==> src/rtl/hgp_pkg.sv <==
// Shared types, codes and constants for the header image grey packer.
// Used by every module of the block; depends on nothing else.
package hgp_pkg;

  // Offset of the first printable character of the image encoding.
  localparam logic [7:0] SEXTET_OFFSET = 8'd33;

  // Q10 luma weights (0.30, 0.59 and 0.11 scaled by 1024).
  localparam logic [9:0] WEIGHT_R = 10'd307;
  localparam logic [9:0] WEIGHT_G = 10'd604;
  localparam logic [9:0] WEIGHT_B = 10'd113;

  // One-bit mode threshold.
  localparam logic [7:0] GREY_THRESHOLD = 8'd128;

  // Register widths and reset values.
  localparam int unsigned CFG_DATA_W    = 11;
  localparam int unsigned ADDR_W        = 20;
  localparam logic [1:0]  MODE_RESET    = 2'd2;
  localparam logic [10:0] WIDTH_RESET   = 11'd320;
  localparam logic [10:0] HEIGHT_RESET  = 11'd240;

  // Default size limits.
  localparam int unsigned MAX_WIDTH_DEFAULT  = 1024;
  localparam int unsigned MAX_HEIGHT_DEFAULT = 1024;

  // Depth of the queue between decode and packing.
  localparam int unsigned QUEUE_DEPTH = 2;

  // Register indexes of the configuration port.
  typedef enum logic [1:0] {
    CFG_DEPTH_MODE   = 2'd0,
    CFG_FRAME_WIDTH  = 2'd1,
    CFG_FRAME_HEIGHT = 2'd2
  } cfg_index_t;

  // Pixel depth codes; the unused code packs as eight bits.
  typedef enum logic [1:0] {
    DEPTH_1BPP = 2'd0,
    DEPTH_4BPP = 2'd1,
    DEPTH_8BPP = 2'd2
  } depth_mode_t;

  // One decoded pixel.
  typedef struct packed {
    logic [7:0] r;
    logic [7:0] g;
    logic [7:0] b;
  } rgb_t;

  // A configuration write transaction handed to the packer.
  typedef struct packed {
    logic                  valid;
    logic [1:0]            index;
    logic [CFG_DATA_W-1:0] data;
  } cfg_wr_t;

endpackage

==> src/rtl/hgp_queue.sv <==
// Short FIFO of decoded pixels between the character decoder and the packer.
// Depends on hgp_pkg for the pixel type.
module hgp_queue #(
  parameter int unsigned DEPTH = 2
) (
  input  logic        clk,
  input  logic        rst,
  input  logic        push,
  input  hgp_pkg::rgb_t push_data,
  input  logic        pop,
  output logic        not_empty,
  output logic        full,
  output hgp_pkg::rgb_t pop_data
);
  import hgp_pkg::*;

  localparam int unsigned PTR_W = (DEPTH > 1) ? $clog2(DEPTH) : 1;
  localparam int unsigned CNT_W = $clog2(DEPTH + 1);

  rgb_t             entries [DEPTH];
  logic [PTR_W-1:0] wr_ptr;
  logic [PTR_W-1:0] rd_ptr;
  logic [CNT_W-1:0] count;
  logic             do_push;
  logic             do_pop;

  assign not_empty = (count != '0);
  assign full      = (count == CNT_W'(DEPTH));
  assign pop_data  = entries[rd_ptr];
  assign do_push   = push && !full;
  assign do_pop    = pop && not_empty;

  // Pointer and fill count bookkeeping.
  always_ff @(posedge clk) begin
    if (rst) begin
      wr_ptr <= '0;
      rd_ptr <= '0;
      count  <= '0;
    end else begin
      if (do_push) begin
        wr_ptr <= (wr_ptr == PTR_W'(DEPTH - 1)) ? '0 : wr_ptr + 1'b1;
      end
      if (do_pop) begin
        rd_ptr <= (rd_ptr == PTR_W'(DEPTH - 1)) ? '0 : rd_ptr + 1'b1;
      end
      if (do_push && !do_pop) begin
        count <= count + 1'b1;
      end else if (do_pop && !do_push) begin
        count <= count - 1'b1;
      end
    end
  end

  // Entry storage.
  always_ff @(posedge clk) begin
    if (do_push) begin
      entries[wr_ptr] <= push_data;
    end
  end

endmodule

==> src/rtl/hgp_front.sv <==
// Character decoder: gathers four sextets and forms one RGB pixel.
// Depends on hgp_pkg for the pixel type and the character offset.
module hgp_front (
  input  logic          clk,
  input  logic          rst,
  input  logic          char_valid,
  input  logic          queue_full,
  input  logic [7:0]    char_code,
  output logic          char_stall,
  output logic          push,
  output hgp_pkg::rgb_t push_data
);
  import hgp_pkg::*;

  logic [1:0]  char_phase;
  logic [17:0] held_sextets;
  logic [5:0]  sextet;
  logic [5:0]  s0;
  logic [5:0]  s1;
  logic [5:0]  s2;
  logic        accept;

  assign char_stall = queue_full;
  assign accept     = char_valid && !char_stall;
  assign sextet     = 6'(char_code - SEXTET_OFFSET);

  assign s0 = held_sextets[17:12];
  assign s1 = held_sextets[11:6];
  assign s2 = held_sextets[5:0];

  // The fourth character completes a pixel and goes straight to the queue.
  assign push        = accept && (char_phase == 2'd3);
  assign push_data.r = {s0, s1[5:4]};
  assign push_data.g = {s1[3:0], s2[5:2]};
  assign push_data.b = {s2[1:0], sextet};

  // Sextet collection.
  always_ff @(posedge clk) begin
    if (rst) begin
      char_phase   <= '0;
      held_sextets <= '0;
    end else if (accept) begin
      if (char_phase == 2'd3) begin
        char_phase   <= '0;
        held_sextets <= '0;
      end else begin
        char_phase   <= char_phase + 1'b1;
        held_sextets <= {held_sextets[11:0], sextet};
      end
    end
  end

endmodule

==> src/rtl/hgp_back.sv <==
// Packer: converts pixels to grey, packs them by depth and emits addressed bytes.
// Holds the configuration registers; depends on hgp_pkg.
module hgp_back #(
  parameter int unsigned MAX_WIDTH  = hgp_pkg::MAX_WIDTH_DEFAULT,
  parameter int unsigned MAX_HEIGHT = hgp_pkg::MAX_HEIGHT_DEFAULT
) (
  input  logic                      clk,
  input  logic                      rst,
  input  hgp_pkg::cfg_wr_t          cfg_wr,
  input  logic                      queue_not_empty,
  input  hgp_pkg::rgb_t             pixel,
  output logic                      pop,
  input  logic                      byte_stall,
  output logic                      byte_valid,
  output logic [7:0]                pixel_byte,
  output logic [hgp_pkg::ADDR_W-1:0] byte_address,
  output logic                      frame_last
);
  import hgp_pkg::*;

  localparam int unsigned WW      = $clog2(MAX_WIDTH + 1);
  localparam int unsigned HW      = $clog2(MAX_HEIGHT + 1);
  localparam int unsigned TOTAL_W = WW + HW;

  // Configuration registers.
  logic [1:0]            pixel_depth_mode;
  logic [CFG_DATA_W-1:0] frame_width;
  logic [CFG_DATA_W-1:0] frame_height;

  // Packing state.
  logic [2:0]        pixel_in_byte;
  logic [7:0]        partial_byte;
  logic [ADDR_W-1:0] byte_counter;
  logic [TOTAL_W-1:0] frame_total;

  logic [2:0]         pixel_in_byte_next;
  logic [7:0]         partial_byte_next;
  logic               emit;
  logic [7:0]         emit_value;
  logic [17:0]        weighted_sum;
  logic [7:0]         grey;
  logic [WW-1:0]      width_clamp;
  logic [HW-1:0]      height_clamp;
  logic [WW-1:0]      per_line;
  logic               is_last;
  logic               out_free;

  // Configuration writes; a depth change drops the partly packed byte.
  always_ff @(posedge clk) begin
    if (rst) begin
      pixel_depth_mode <= MODE_RESET;
      frame_width      <= WIDTH_RESET;
      frame_height     <= HEIGHT_RESET;
    end else if (cfg_wr.valid) begin
      case (cfg_index_t'(cfg_wr.index))
        CFG_DEPTH_MODE:   pixel_depth_mode <= cfg_wr.data[1:0];
        CFG_FRAME_WIDTH:  frame_width      <= cfg_wr.data;
        CFG_FRAME_HEIGHT: frame_height     <= cfg_wr.data;
        default: ;
      endcase
    end
  end

  // Frame size in bytes, registered off the configuration registers.
  always_comb begin
    width_clamp  = (32'(frame_width) > 32'(MAX_WIDTH)) ? WW'(MAX_WIDTH) : WW'(frame_width);
    height_clamp = (32'(frame_height) > 32'(MAX_HEIGHT)) ? HW'(MAX_HEIGHT)
                                                          : HW'(frame_height);
    case (depth_mode_t'(pixel_depth_mode))
      DEPTH_1BPP: per_line = width_clamp >> 3;
      DEPTH_4BPP: per_line = width_clamp >> 1;
      default:    per_line = width_clamp;
    endcase
  end

  always_ff @(posedge clk) begin
    frame_total <= TOTAL_W'(per_line) * TOTAL_W'(height_clamp);
  end

  // Luma weighting with constant coefficients.
  assign weighted_sum = 18'(WEIGHT_R) * 18'(pixel.r) + 18'(WEIGHT_G) * 18'(pixel.g)
                      + 18'(WEIGHT_B) * 18'(pixel.b);
  assign grey = weighted_sum[17:10];

  // Take a pixel whenever the output register is free or being drained.
  assign out_free = !byte_valid || !byte_stall;
  assign pop      = queue_not_empty && out_free;

  // Pack the grey value according to the depth mode.
  always_comb begin
    emit               = 1'b0;
    emit_value         = grey;
    pixel_in_byte_next = '0;
    partial_byte_next  = '0;
    case (depth_mode_t'(pixel_depth_mode))
      DEPTH_4BPP: begin
        if (pixel_in_byte == 3'd0) begin
          partial_byte_next  = {4'd0, grey[7:4]};
          pixel_in_byte_next = 3'd1;
        end else begin
          emit       = 1'b1;
          emit_value = {grey[7:4], partial_byte[3:0]};
        end
      end
      DEPTH_1BPP: begin
        partial_byte_next = partial_byte;
        if (grey >= GREY_THRESHOLD) begin
          partial_byte_next[3'd7 - pixel_in_byte] = 1'b1;
        end
        if (pixel_in_byte == 3'd7) begin
          emit              = 1'b1;
          emit_value        = partial_byte_next;
          partial_byte_next = '0;
        end else begin
          pixel_in_byte_next = pixel_in_byte + 1'b1;
        end
      end
      default: begin
        emit = 1'b1;
      end
    endcase
  end

  // End of frame: the counter reaches the last byte, or the frame is empty.
  assign is_last = (frame_total == '0) || (32'(byte_counter) + 32'd1 >= 32'(frame_total));

  // Packing state and byte counter.
  always_ff @(posedge clk) begin
    if (rst) begin
      pixel_in_byte <= '0;
      partial_byte  <= '0;
      byte_counter  <= '0;
    end else if (cfg_wr.valid && (cfg_index_t'(cfg_wr.index) == CFG_DEPTH_MODE)) begin
      pixel_in_byte <= '0;
      partial_byte  <= '0;
    end else if (pop) begin
      pixel_in_byte <= pixel_in_byte_next;
      partial_byte  <= partial_byte_next;
      if (emit) begin
        byte_counter <= is_last ? '0 : byte_counter + 1'b1;
      end
    end
  end

  // Output register.
  always_ff @(posedge clk) begin
    if (rst) begin
      byte_valid <= 1'b0;
    end else if (pop && emit) begin
      byte_valid <= 1'b1;
    end else if (!byte_stall) begin
      byte_valid <= 1'b0;
    end
  end

  always_ff @(posedge clk) begin
    if (pop && emit) begin
      pixel_byte   <= emit_value;
      byte_address <= (frame_total == '0) ? '0 : byte_counter;
      frame_last   <= is_last;
    end
  end

endmodule

==> src/rtl/header_image_to_grey_packer_top.sv <==
// Header image grey packer. Accepts one image character per cycle unless stalled;
// every fourth character completes an RGB pixel that is converted to grey (Q10
// luma weights) and packed at one, four or eight bits per pixel into addressed
// frame-buffer bytes, at most one byte per cycle. A two-entry pixel queue
// separates the character decoder from the packer, so a stalled byte output
// holds the input off only once both queue entries are full. The configuration
// port never stalls and must only be written while the block is idle.
module header_image_to_grey_packer_top #(
  parameter int unsigned MAX_WIDTH  = hgp_pkg::MAX_WIDTH_DEFAULT,
  parameter int unsigned MAX_HEIGHT = hgp_pkg::MAX_HEIGHT_DEFAULT
) (
  input  logic                          clk,
  input  logic                          rst,
  input  logic                          char_valid,
  output logic                          char_stall,
  input  logic [7:0]                    char_code,
  output logic                          byte_valid,
  input  logic                          byte_stall,
  output logic [7:0]                    pixel_byte,
  output logic [hgp_pkg::ADDR_W-1:0]    byte_address,
  output logic                          frame_last,
  input  logic                          cfg_valid,
  output logic                          cfg_ready,
  input  logic [1:0]                    cfg_index,
  input  logic [hgp_pkg::CFG_DATA_W-1:0] cfg_data
);
  import hgp_pkg::*;

  logic    push;
  rgb_t    push_data;
  logic    pop;
  logic    queue_not_empty;
  logic    queue_full;
  rgb_t    pop_data;
  cfg_wr_t cfg_wr;

  // Configuration transactions are always taken.
  assign cfg_ready    = 1'b1;
  assign cfg_wr.valid = cfg_valid && cfg_ready;
  assign cfg_wr.index = cfg_index;
  assign cfg_wr.data  = cfg_data;

  // Character decoder.
  hgp_front u_front (
    .clk        (clk),
    .rst        (rst),
    .char_valid (char_valid),
    .queue_full (queue_full),
    .char_code  (char_code),
    .char_stall (char_stall),
    .push       (push),
    .push_data  (push_data)
  );

  // Pixel queue.
  hgp_queue #(
    .DEPTH (QUEUE_DEPTH)
  ) u_queue (
    .clk       (clk),
    .rst       (rst),
    .push      (push),
    .push_data (push_data),
    .pop       (pop),
    .not_empty (queue_not_empty),
    .full      (queue_full),
    .pop_data  (pop_data)
  );

  // Grey conversion and byte packing.
  hgp_back #(
    .MAX_WIDTH  (MAX_WIDTH),
    .MAX_HEIGHT (MAX_HEIGHT)
  ) u_back (
    .clk             (clk),
    .rst             (rst),
    .cfg_wr          (cfg_wr),
    .queue_not_empty (queue_not_empty),
    .pixel           (pop_data),
    .pop             (pop),
    .byte_stall      (byte_stall),
    .byte_valid      (byte_valid),
    .pixel_byte      (pixel_byte),
    .byte_address    (byte_address),
    .frame_last      (frame_last)
  );

endmodule
==> config.mk <==
export PLATFORM = sky130hd
export DESIGN_NAME = header_image_to_grey_packer_top
export DESIGN_NICKNAME = d
export VERILOG_FILES = /design/src/rtl/hgp_pkg.sv /design/src/rtl/hgp_queue.sv /design/src/rtl/hgp_front.sv /design/src/rtl/hgp_back.sv /design/src/rtl/header_image_to_grey_packer_top.sv
export SDC_FILE = /design/constraint.sdc
export NUM_CORES = 1
export LEC_CHECK = 0
export ABC_CLOCK_PERIOD_IN_PS = 15300
export BUFFER_PORTS_ARGS = -buffer_cell sky130_fd_sc_hd__buf_2
export CORE_MARGIN = 2
export CORE_UTILIZATION = 65
export CTS_CLUSTER_DIAMETER = 80
export DETAILED_ROUTE_END_ITERATION = 6
export MAX_ROUTING_LAYER = met4
export PLACE_DENSITY = 0.93
export SETUP_SLACK_MARGIN = 0.15
export SLEW_MARGIN = 0
export SYNTH_ARGS = -nofsm -noshare
export SYNTH_HDL_FRONTEND = slang
export SYNTH_SLANG_ARGS = --single-unit
==> constraint.sdc <==
create_clock -name clk -period 15.3 [get_ports clk]
set_clock_uncertainty 0.1 [all_clocks]
set_input_delay 0.765 -clock clk [delete_from_list [all_inputs] [get_ports clk]]
set_output_delay 0.765 -clock clk [all_outputs]
set_load 0.005 [all_outputs]
==> summary.md, run 1 <==
| Metric | Value |
|---|---|
| Root Driver | clkbuf_16 |
| Crit-path max cell delay | between 500 and 600 ps |
| Mapped Area | 15400 µm² |
| CTS tree | built |
| Worst Hold Class | flip-flop to flip-flop |
| Layout cell share with drive strength beyond 1 | 0.0774 |
| Max Buffers Root-to-Sink | 2 |
| First-pass GRT wire length | 56800 µm |
| Cells after Synth | 1611 |
| Width of the die | 158 µm |
| Layout area overhead | 7.48% |
| Synth top cells by count | inv_1 (263), ha_1 (198), nand2_1 (176), fa_1 (147), nor2_1 (128) |
| Met1 Use GR | 0.365 |
| Yosys reg bits | 180 |
| Reg area | 4370 µm² |
| DP Wirelength | approximately 27000 µm |
| Relative slew slack | 0.267 |
| Fillers | between 1500 and 2000 |
| Post-route insts no fill | 1973 |
| CTS Sinks | between 150 and 200 |
| Final Util | 0.709 |
| Sequential fraction of the synthesis area | 0.283 |
| Worst Max-Slew Pin Slew | 1100 ps |
| # hold bufs at CTS | 0 |
| IO Port Bufs | 54 |
| Required @ worst endpoint | around 16000 ps |
| Final Hold Slack | roughly 350 ps |
| Status | completed |
| Synthesis Warnings | 0 |
| DRC violations left | 0 |
| Setup CP Type | flip-flop to flip-flop |
| Placed instance count | just under 2000 |
| Crit. End Element | flip-flop |
| Post-synth EDFFs | 77 |
| Global Route met3 Usage | 0.0558 |
| Vias/cell | 5.76 |
| First DRT Iteration DRCs | 746 |
| Die H | 158 µm |
| IO Count | 58 |
| Final Hold Vio Count | 0 |
| Post-CTS resize count | 0 |
| Count leader, synth | inv_1 |
| RSZ-0062 raised after global routing | false |
| Area occupied by multi-input gates | 9890 µm² |
| Crit path time final | 8360 ps |
| DR vias | 11370 |
| Htree depth | 4 |
| Slew Limit Fails | 0 |
| FMAX | about 120 MHz |
| Remaining global-route overflow | 0 |
| Routed WL | 34100 µm |
| CORE AREA | 23400 µm² |
| TritonCTS buffer count | 17 |
| Routed wire per std cell | 17.3 µm |
| Tcrit/Tclk final | 0.547 |
| Die footprint | 25000 µm² |
| TNS Setup | 0 ps |
| Gr busiest metal | met2 |
| Synth cell types | 64 |
| Count of maximum capacitance violations | 0 |
| Syn_nets | slightly below 2000 |
| Syn Area/Cell | between 9 and 10 µm² |
| CP Max Fanout | 26 |
| CP delay by family, top | adder cells |
| Largest net degree at the start of global routing | 48 |
| Setup violators final | 0 |
| Initial Util | 0.660 |
| Ant. Diodes | 0 |
| Vias in the first global route | 11959 |
| Critical path's slowest cell | fa_1 |
| Initial antenna violation count | 0 |
| Clock latency on the worst-skew pair | around 450 ps |
| Largest cells by area after synthesis | fa_1 (19%), ha_1 (16%), edfxtp_1 (15%) |
| Synth top area share | 0.191 |
| Gr usage total | 0.300 |
| DRT Pass-1 Iters | 6 |
| Nets | 2012 |
| Area leader, netlist | fa_1 |
| Critical path buffers and inverters | 6 |
| CP startpoint kind | flip-flop |
| Site Rows | 56 |
| Routing usage on met2 | 0.504 |
| Asr flop ratio synth | 0 |
| Detail Route Antenna Nets | 0 |
| Critical path arrival | 8590 ps |
| GPL Wtd Cong | 0.945 |
| Synth Flop Type | dfxtp_1 |
| Clk slew on worst S/H paths | approximately 80 ps |
| Post-CTS setup buffers | 0 |
per-stage QoR:
step | setup WS [ps] | cell area, µm²
2_1_floorplan | 7420 | 15400
3_3_place_gp | 7290 | 16000
3_5_place_dp | 7010 | 16000
6_report | 6940 | 16600
5_1_grt | 6560 | 16600
4_1_cts | 6990 | 16600
cells by family (layout without fill, tap and decap cells):
group | after synthesis | in the layout | synth area share
and+or+nand+nor | 485 | 485 | 0.147
adders and majority gates | 345 | 345 | 0.351
buffers and inverters | 313 | 356 | 0.0768
AOI/OAI and AO/OA | 186 | 186 | 0.0793
DFF | 180 | 180 | 0.283
xor gates and xnor gates | 66 | 66 | 0.0384
muxes | 35 | 35 | 0.0241
other | 1 | 1 | 0.000243
final timing paths:
path | start | end | depth (start not counted) | slack (ps)
worst max-delay path | flip-flop | u_back.partial_byte[5] | 29 | 6940
worst min-delay path | u_front.held_sextets[14] | u_queue.entries[1][20] | 0 | 350
worst max register to register | flip-flop | u_back.partial_byte[5] | 29 | 6940
worst min register to register | u_front.held_sextets[14] | u_queue.entries[1][20] | 0 | 350
cell usage in the layout (no fill, tap or decap), types with 15 or more instances in the layout:
master and count:
mux2_2 17, mux2i_1 18, nor3b_1 15, o21ai_0 21, and2_1 17, dfxtp_1 103, nand3_1 30, ha_1 198
xor2_1 22, xnor2_1 43, nor2_1 126, nor2b_1 38, fa_1 147, edfxtp_1 77, buf_2 54, clkbuf_16 18
nand2_1 176, nor3_1 17, a21oi_1 74, inv_1 263
per-layer routing:
layer / vias up / wire length, µm
met4: 0 / 910
li1: 5324 / -
met5: - / 0
met1: 5466 / 13700
met3: 86 / 2720
met2: 494 / 16800
flip-flops by register name, indices dropped and copies added (netlist names), 11 cells and up, named ones only:
name and flops:
u_back.frame_width 11, u_queue.entries 48, u_back.byte_counter 20, u_front.held_sextets 18, u_back.byte_address 20, u_back.frame_height 11
u_back.frame_total 22
area by class of cell:
type | count | area share
clock buffer | 18 | 0.0271
timing repair buffer | 61 | 0.0195
clock inverter | 14 | 0.0103
sequential | 180 | 0.264
inverter | 263 | 0.0595
tap | 319 | 0.0241
multi-input combinational | 1118 | 0.596
Power of run 1 is not shown: default switching activity piles up to over one toggle a cycle in this logic, so the estimate is an artifact.
==> run 2, diff against run 1 <==
--- a/config.mk
+++ b/config.mk
@@ -5,14 +5,14 @@
 export SDC_FILE = /design/constraint.sdc
 export NUM_CORES = 1
 export LEC_CHECK = 0
-export ABC_CLOCK_PERIOD_IN_PS = 15300
+export ABC_CLOCK_PERIOD_IN_PS = 7700
 export BUFFER_PORTS_ARGS = -buffer_cell sky130_fd_sc_hd__buf_2
 export CORE_MARGIN = 2
-export CORE_UTILIZATION = 65
+export CORE_UTILIZATION = 64
 export CTS_CLUSTER_DIAMETER = 80
 export DETAILED_ROUTE_END_ITERATION = 6
 export MAX_ROUTING_LAYER = met4
-export PLACE_DENSITY = 0.93
+export PLACE_DENSITY = 0.92
 export SETUP_SLACK_MARGIN = 0.15
 export SLEW_MARGIN = 0
 export SYNTH_ARGS = -nofsm -noshare
==> constraint.sdc (replaced) <==
create_clock -name clk -period 7.7 [get_ports clk]
set_clock_uncertainty 0.1 [all_clocks]
set_input_delay 0.385 -clock clk [delete_from_list [all_inputs] [get_ports clk]]
set_output_delay 0.385 -clock clk [all_outputs]
set_load 0.005 [all_outputs]
==> summary.md, run 2 (synthesis results as in run 1) <==
| Metric | Value |
|---|---|
| DRC violations left | 0 (unchanged) |
| Site Rows | 56 (unchanged) |
| Root Driver | clkbuf_16 |
| GPL Wtd Cong | 0.926 (-2.1%) |
| Status | completed |
| Nets | 2025 (+0.65%) |
| Required @ worst endpoint | 7770 ps (-7760 ps) |
| Worst Hold End | u_back.frame_width[6] |
| Number of flip-flops in the largest register | 48 (unchanged) |
| Ant. Diodes | 0 (unchanged) |
| Critical path arrival | 7520 ps (-1070 ps) |
| RSZ-0062 raised after global routing | false |
| Fillers | 1552 (-5.0%) |
| Top flop regs | u_queue.entries: 48 flops, u_back.frame_total: 22 flops |
| Largest net degree at the start of global routing | 48 (unchanged) |
| Width of the die | 159 µm (+0.76%) |
| Worst Max-Slew Pin Slew | 1250 ps (+147 ps) |
| Clock latency on the worst-skew pair | 450 ps (about the same) |
| DP Wirelength | 26900 µm (+0.90%) |
| Tcrit/Tclk final | 0.968 (+0.422) |
| Remaining global-route overflow | 0 (unchanged) |
| # hold bufs at CTS | 0 (unchanged) |
| Detail Route Antenna Nets | 0 (unchanged) |
| Relative slew slack | 0.168 (-0.0992) |
| Crit. End Element | flip-flop |
| Hold Startpoint | cfg_data[6] |
| Crit path time final | 7460 ps (-906 ps) |
| Routed WL | 36900 µm (+8.1%) |
| FMAX | 134 MHz (+12%) |
| Slew Limit Fails | 0 (unchanged) |
| Routed wire per std cell | 18.6 µm (+7.4%) |
| Initial antenna violation count | 1 (+1) |
| R2r setup slk | 240 ps (-6690 ps) |
| Layout cell share with drive strength beyond 1 | 0.0924 (+0.0150) |
| Gr usage total | 0.298 (-0.00190) |
| Layout area overhead | 9.12% |
| DR vias | 11736 (+3.2%) |
| Vias in the first global route | 11933 (-0.22%) |
| IO Count | 58 (unchanged) |
| Reg2Reg Depth | 26 (-10%) |
| TritonCTS buffer count | 17 (unchanged) |
| Die footprint | 25400 µm² (+1.5%) |
| First DRT Iteration DRCs | 1273 (+71%) |
| Initial Util | 0.654 (-0.00587) |
| Htree depth | 4 (unchanged) |
| TNS Setup | 0 ps (unchanged) |
| Commonest non-fill, non-tap cell in the layout | inv_1 |
| CP Max Fanout | 5 (-81%) |
| Setup CP Type | flip-flop to flip-flop |
| Die H | 159 µm (+0.76%) |
| Min-Delay Path Depth | 3 (+3) |
| Place WS | -130 ps (-7140 ps) |
| Final WS setup | 244 ps (-6690 ps) |
| Setup violators final | 0 (unchanged) |
| Final Hold Vio Count | 0 (unchanged) |
| First-pass GRT wire length | 58800 µm (+3.4%) |
| R2r endpoint | u_back.pixel_byte[5] |
| Max Buffers Root-to-Sink | 2 (unchanged) |
| Count of maximum capacitance violations | 0 (unchanged) |
| Clk slew on worst S/H paths | 70 ps (about the same) |
| Worst Hold Class | input port to flip-flop |
| DRT Pass-1 Iters | 6 (unchanged) |
| Commonest non-fill, non-tap cells in the layout | inv_1 (261), ha_1 (193), nand2_1 (176) |
| Vias/cell | 5.91 (+2.5%) |
| Largest Register | u_queue.entries |
| IO Port Bufs | 54 (unchanged) |
| CTS Sinks | 180 (unchanged) |
| CP startpoint kind | flip-flop |
| CTS tree | built |
| CORE AREA | 23600 µm² (+0.90%) |
run 2: worst max-delay path by stage:
stage | depth (start not counted) | startpoint | slack, ps | to
finish | 26 | flip-flop | 240 | u_back.pixel_byte[5]
detailed placement | 29 | flip-flop | -130 | u_back.pixel_byte[5]
CTS | 26 | flip-flop | 200 | u_back.pixel_byte[5]
floorplan | 28 | flip-flop | 270 | u_back.partial_byte[5]
global route | 29 | flip-flop | 60 | u_back.pixel_byte[5]
global placement | 28 | flip-flop | 160 | u_back.partial_byte[5]
run 2: metal layers:
layer,part of all wire,GRT usage,routed length (µm)
met1,0.39,0.371,14300
met2,0.50,0.501,18300
met3,0.082,0.0443,3010
met4,0.034,0.102,1240
met5,0,-,0
run 2: area by class of cell:
cell class	count	area, µm²	area share
Tap cell	319	399	0.0237
Clock buffer	17	425	0.0252
Multi-Input combinational cell	1119	10000	0.596
Clock inverter	15	168	0.00995
Sequential cell	180	4380	0.260
Timing Repair Buffer	73	450	0.0267
Inverter	263	987	0.0586
run 2: metrics by stage:
| stage | util | std cells | cell area [µm²] | hold WS (ps) |
|---|---|---|---|---|
| 6_report | 0.714 | 1986 | 16800 | 62.5 |
| 5_1_grt | 0.714 | 1986 | 16800 | 68.3 |
| 4_1_cts | 0.708 | 1980 | 16700 | 54.5 |
| 3_5_place_dp | 0.678 | 1944 | 16000 | 343 |
| 3_3_place_gp | 0.678 | 1944 | 16000 | 331 |
| 2_1_floorplan | - | 1611 | 15400 | 326 |
run 2: worst max-delay path, cell delays in order (launching register included):
cell and delay [ps]:
dfxtp_4 400, mux2_4 360, fa_1 570, inv_1 60, fa_1 400, inv_1 100, fa_1 450, fa_1 600
ha_4 220, or2_2 320, o311a_1 170, nor2_2 160, xnor2_1 160, ha_1 260, inv_1 70, fa_1 450
fa_1 540, inv_1 60, ha_4 270, a21o_1 210, a31oi_4 160, o21ai_2 100, a211oi_2 250, a21oi_2 110
xnor3_2 290, nand3b_1 170, o221ai_1 160
run 2: what timing repair did:
| action | in CTS | in global routing |
|---|---|---|
| cloned | 2 | 0 |
| buffers inserted | 2 | 6 |
| hold endpoints to repair | 0 | 0 |
| resized for setup | 11 | 12 |
| endpoints found under the setup margin | 14 | 16 |
| pin swaps | 1 | 6 |
Power of run 2 is left out for the same reason.
==> run 3, diff against run 2 <==
--- a/config.mk
+++ b/config.mk
@@ -12,7 +12,7 @@
 export CTS_CLUSTER_DIAMETER = 80
 export DETAILED_ROUTE_END_ITERATION = 6
 export MAX_ROUTING_LAYER = met4
-export PLACE_DENSITY = 0.92
+export PLACE_DENSITY_LB_ADDON = 0.12
 export SETUP_SLACK_MARGIN = 0.15
 export SLEW_MARGIN = 0
 export SYNTH_ARGS = -nofsm -noshare
==> summary.md, run 3 (synthesis results as in run 1) <==
| Metric | Value |
|---|---|
| Status | completed |
| Tcrit/Tclk final | 0.944 (-0.0245) |
| Clock latency on the worst-skew pair | 430 ps (-20 ps) |
| Count of maximum capacitance violations | 0 (unchanged) |
| Final WS setup | 433 ps (+189 ps) |
| IO Port Bufs | 54 (unchanged) |
| Commonest non-fill, non-tap cells in the layout | inv_1 (261), ha_1 (194), nand2_1 (176) |
| Largest net degree at the start of global routing | 48 (unchanged) |
| Slew Limit Fails | 0 (unchanged) |
| GPL Wtd Cong | 0.928 (+0.25%) |
| CP Max Fanout | 6 (+1) |
| Ant. Diodes | 0 (unchanged) |
| Commonest non-fill, non-tap cell in the layout | inv_1 |
| Crit path time final | 7270 ps (-189 ps) |
| Layout cell share with drive strength beyond 1 | 0.0913 (-0.00109) |
| Initial Util | 0.654 (unchanged) |
| Setup violators final | 0 (unchanged) |
| Max Buffers Root-to-Sink | 2 (unchanged) |
| Post-DP Area | 16000 µm² (about the same) |
| Final Hold Vio Count | 0 (unchanged) |
| DRC violations left | 0 (unchanged) |
| Die H | 159 µm (unchanged) |
| DR vias | 11005 (-6.2%) |
| Crit-path max cell delay | 540 ps (-60 ps) |
| Gr usage total | 0.276 (-0.0218) |
| Vias/cell | 5.55 (-6.1%) |
| Number of flip-flops in the largest register | 48 (unchanged) |
| TritonCTS buffer count | 17 (unchanged) |
| Root Driver | clkbuf_16 |
| Htree depth | 4 (unchanged) |
| Nets | 2023 (-0.099%) |
| Critical path's slowest cell | fa_1 |
| CP startpoint kind | flip-flop |
| Site Rows | 56 (unchanged) |
| Setup CP Type | flip-flop to flip-flop |
| Largest Register | u_queue.entries |
| Width of the die | 159 µm (unchanged) |
| Crit. End Element | flip-flop |
| Detail Route Antenna Nets | 0 (unchanged) |
| First DRT Iteration DRCs | 750 (-41%) |
| RSZ-0062 raised after global routing | false |
| Place WS | 49.9 ps (+180 ps) |
| Routed wire per std cell | 16.5 µm (-11%) |
| CTS tree | built |
| Critical path arrival | 7490 ps (-30 ps) |
| IO Count | 58 (unchanged) |
| First-pass GRT wire length | 54600 µm (-7.1%) |
| CORE AREA | 23600 µm² (unchanged) |
| Layout area overhead | 8.55% |
| Design Area, Final | 16800 µm² (-0.53%) |
| TNS Setup | 0 ps (unchanged) |
| Remaining global-route overflow | 0 (unchanged) |
| Required @ worst endpoint | 7920 ps (+150 ps) |
| # hold bufs at CTS | 0 (unchanged) |
| DP Wirelength | 25900 µm (-3.4%) |
| Die footprint | 25400 µm² (unchanged) |
| FMAX | 138 MHz (+2.6%) |
| Worst Hold Class | input port to flip-flop |
| Routed WL | 32700 µm (-11%) |
| Relative slew slack | 0.310 (+0.143) |
| Initial antenna violation count | 1 (unchanged) |
| DRT Pass-1 Iters | 5 (-1) |
| Top flop regs | u_queue.entries: 48 flops, u_back.frame_total: 22 flops |
| Clk slew on worst S/H paths | 70 ps (about the same) |
| CTS Sinks | 180 (unchanged) |
| Vias in the first global route | 11068 (-7.2%) |
| Worst Max-Slew Pin Slew | 1030 ps (-214 ps) |
run 3: path summary, 6_finish.rpt:
path	startpoint	end	slack (ps)	depth (start not counted)
hold / removal	cfg_data[8]	u_back.frame_width[8]	100	3
setup / recovery	flip-flop	u_back.partial_byte[5]	430	28
hold reg to reg	u_back.frame_height[3]	u_back.frame_height[3]	360	2
setup reg to reg	flip-flop	u_back.partial_byte[5]	430	28
run 3: stage by stage:
step,instances,util,hold slack [ps]
floorplan,1611,-,326
global placement,1947,0.678,336
detailed placement,1947,0.678,343
CTS,1980,0.705,81.5
global route,1984,0.710,90.8
finish,1984,0.710,96.1
run 3: repair_timing:
item | CTS | global route
setup endpoints to repair | 11 | 16
pin swaps | 1 | 7
setup buffers | 1 | 4
gates cloned | 0 | 0
resized for setup | 7 | 14
run 3: critical path, delay by kind of cell (launching register included):
kind                     cells  cell delay (ps)
AO/OA/AOI/OAI                8             1520
buffers and inverters        5              420
AND/OR/NAND/NOR              3              510
multiplexers                 1              370
flip-flops                   1              390
XOR/XNOR                     2              460
adder cells (fa/ha/maj)      9             3380
run 3: area by class of cell:
class / instances / area [µm²]
timing repair buffer: 72 / 409
inverter: 263 / 987
multi-input combinational: 1118 / 9990
fill: 1829 / 6850
sequential: 180 / 4380
tap: 319 / 399
clock buffer: 18 / 450
clock inverter: 14 / 148
run 3: routing by layer:
layer | part of all wire | track usage
met5 | 0 | -
met4 | 0.011 | 0.0562
met3 | 0.050 | 0.0414
met2 | 0.46 | 0.431
met1 | 0.48 | 0.388
Power of run 3 is left out for the same reason.
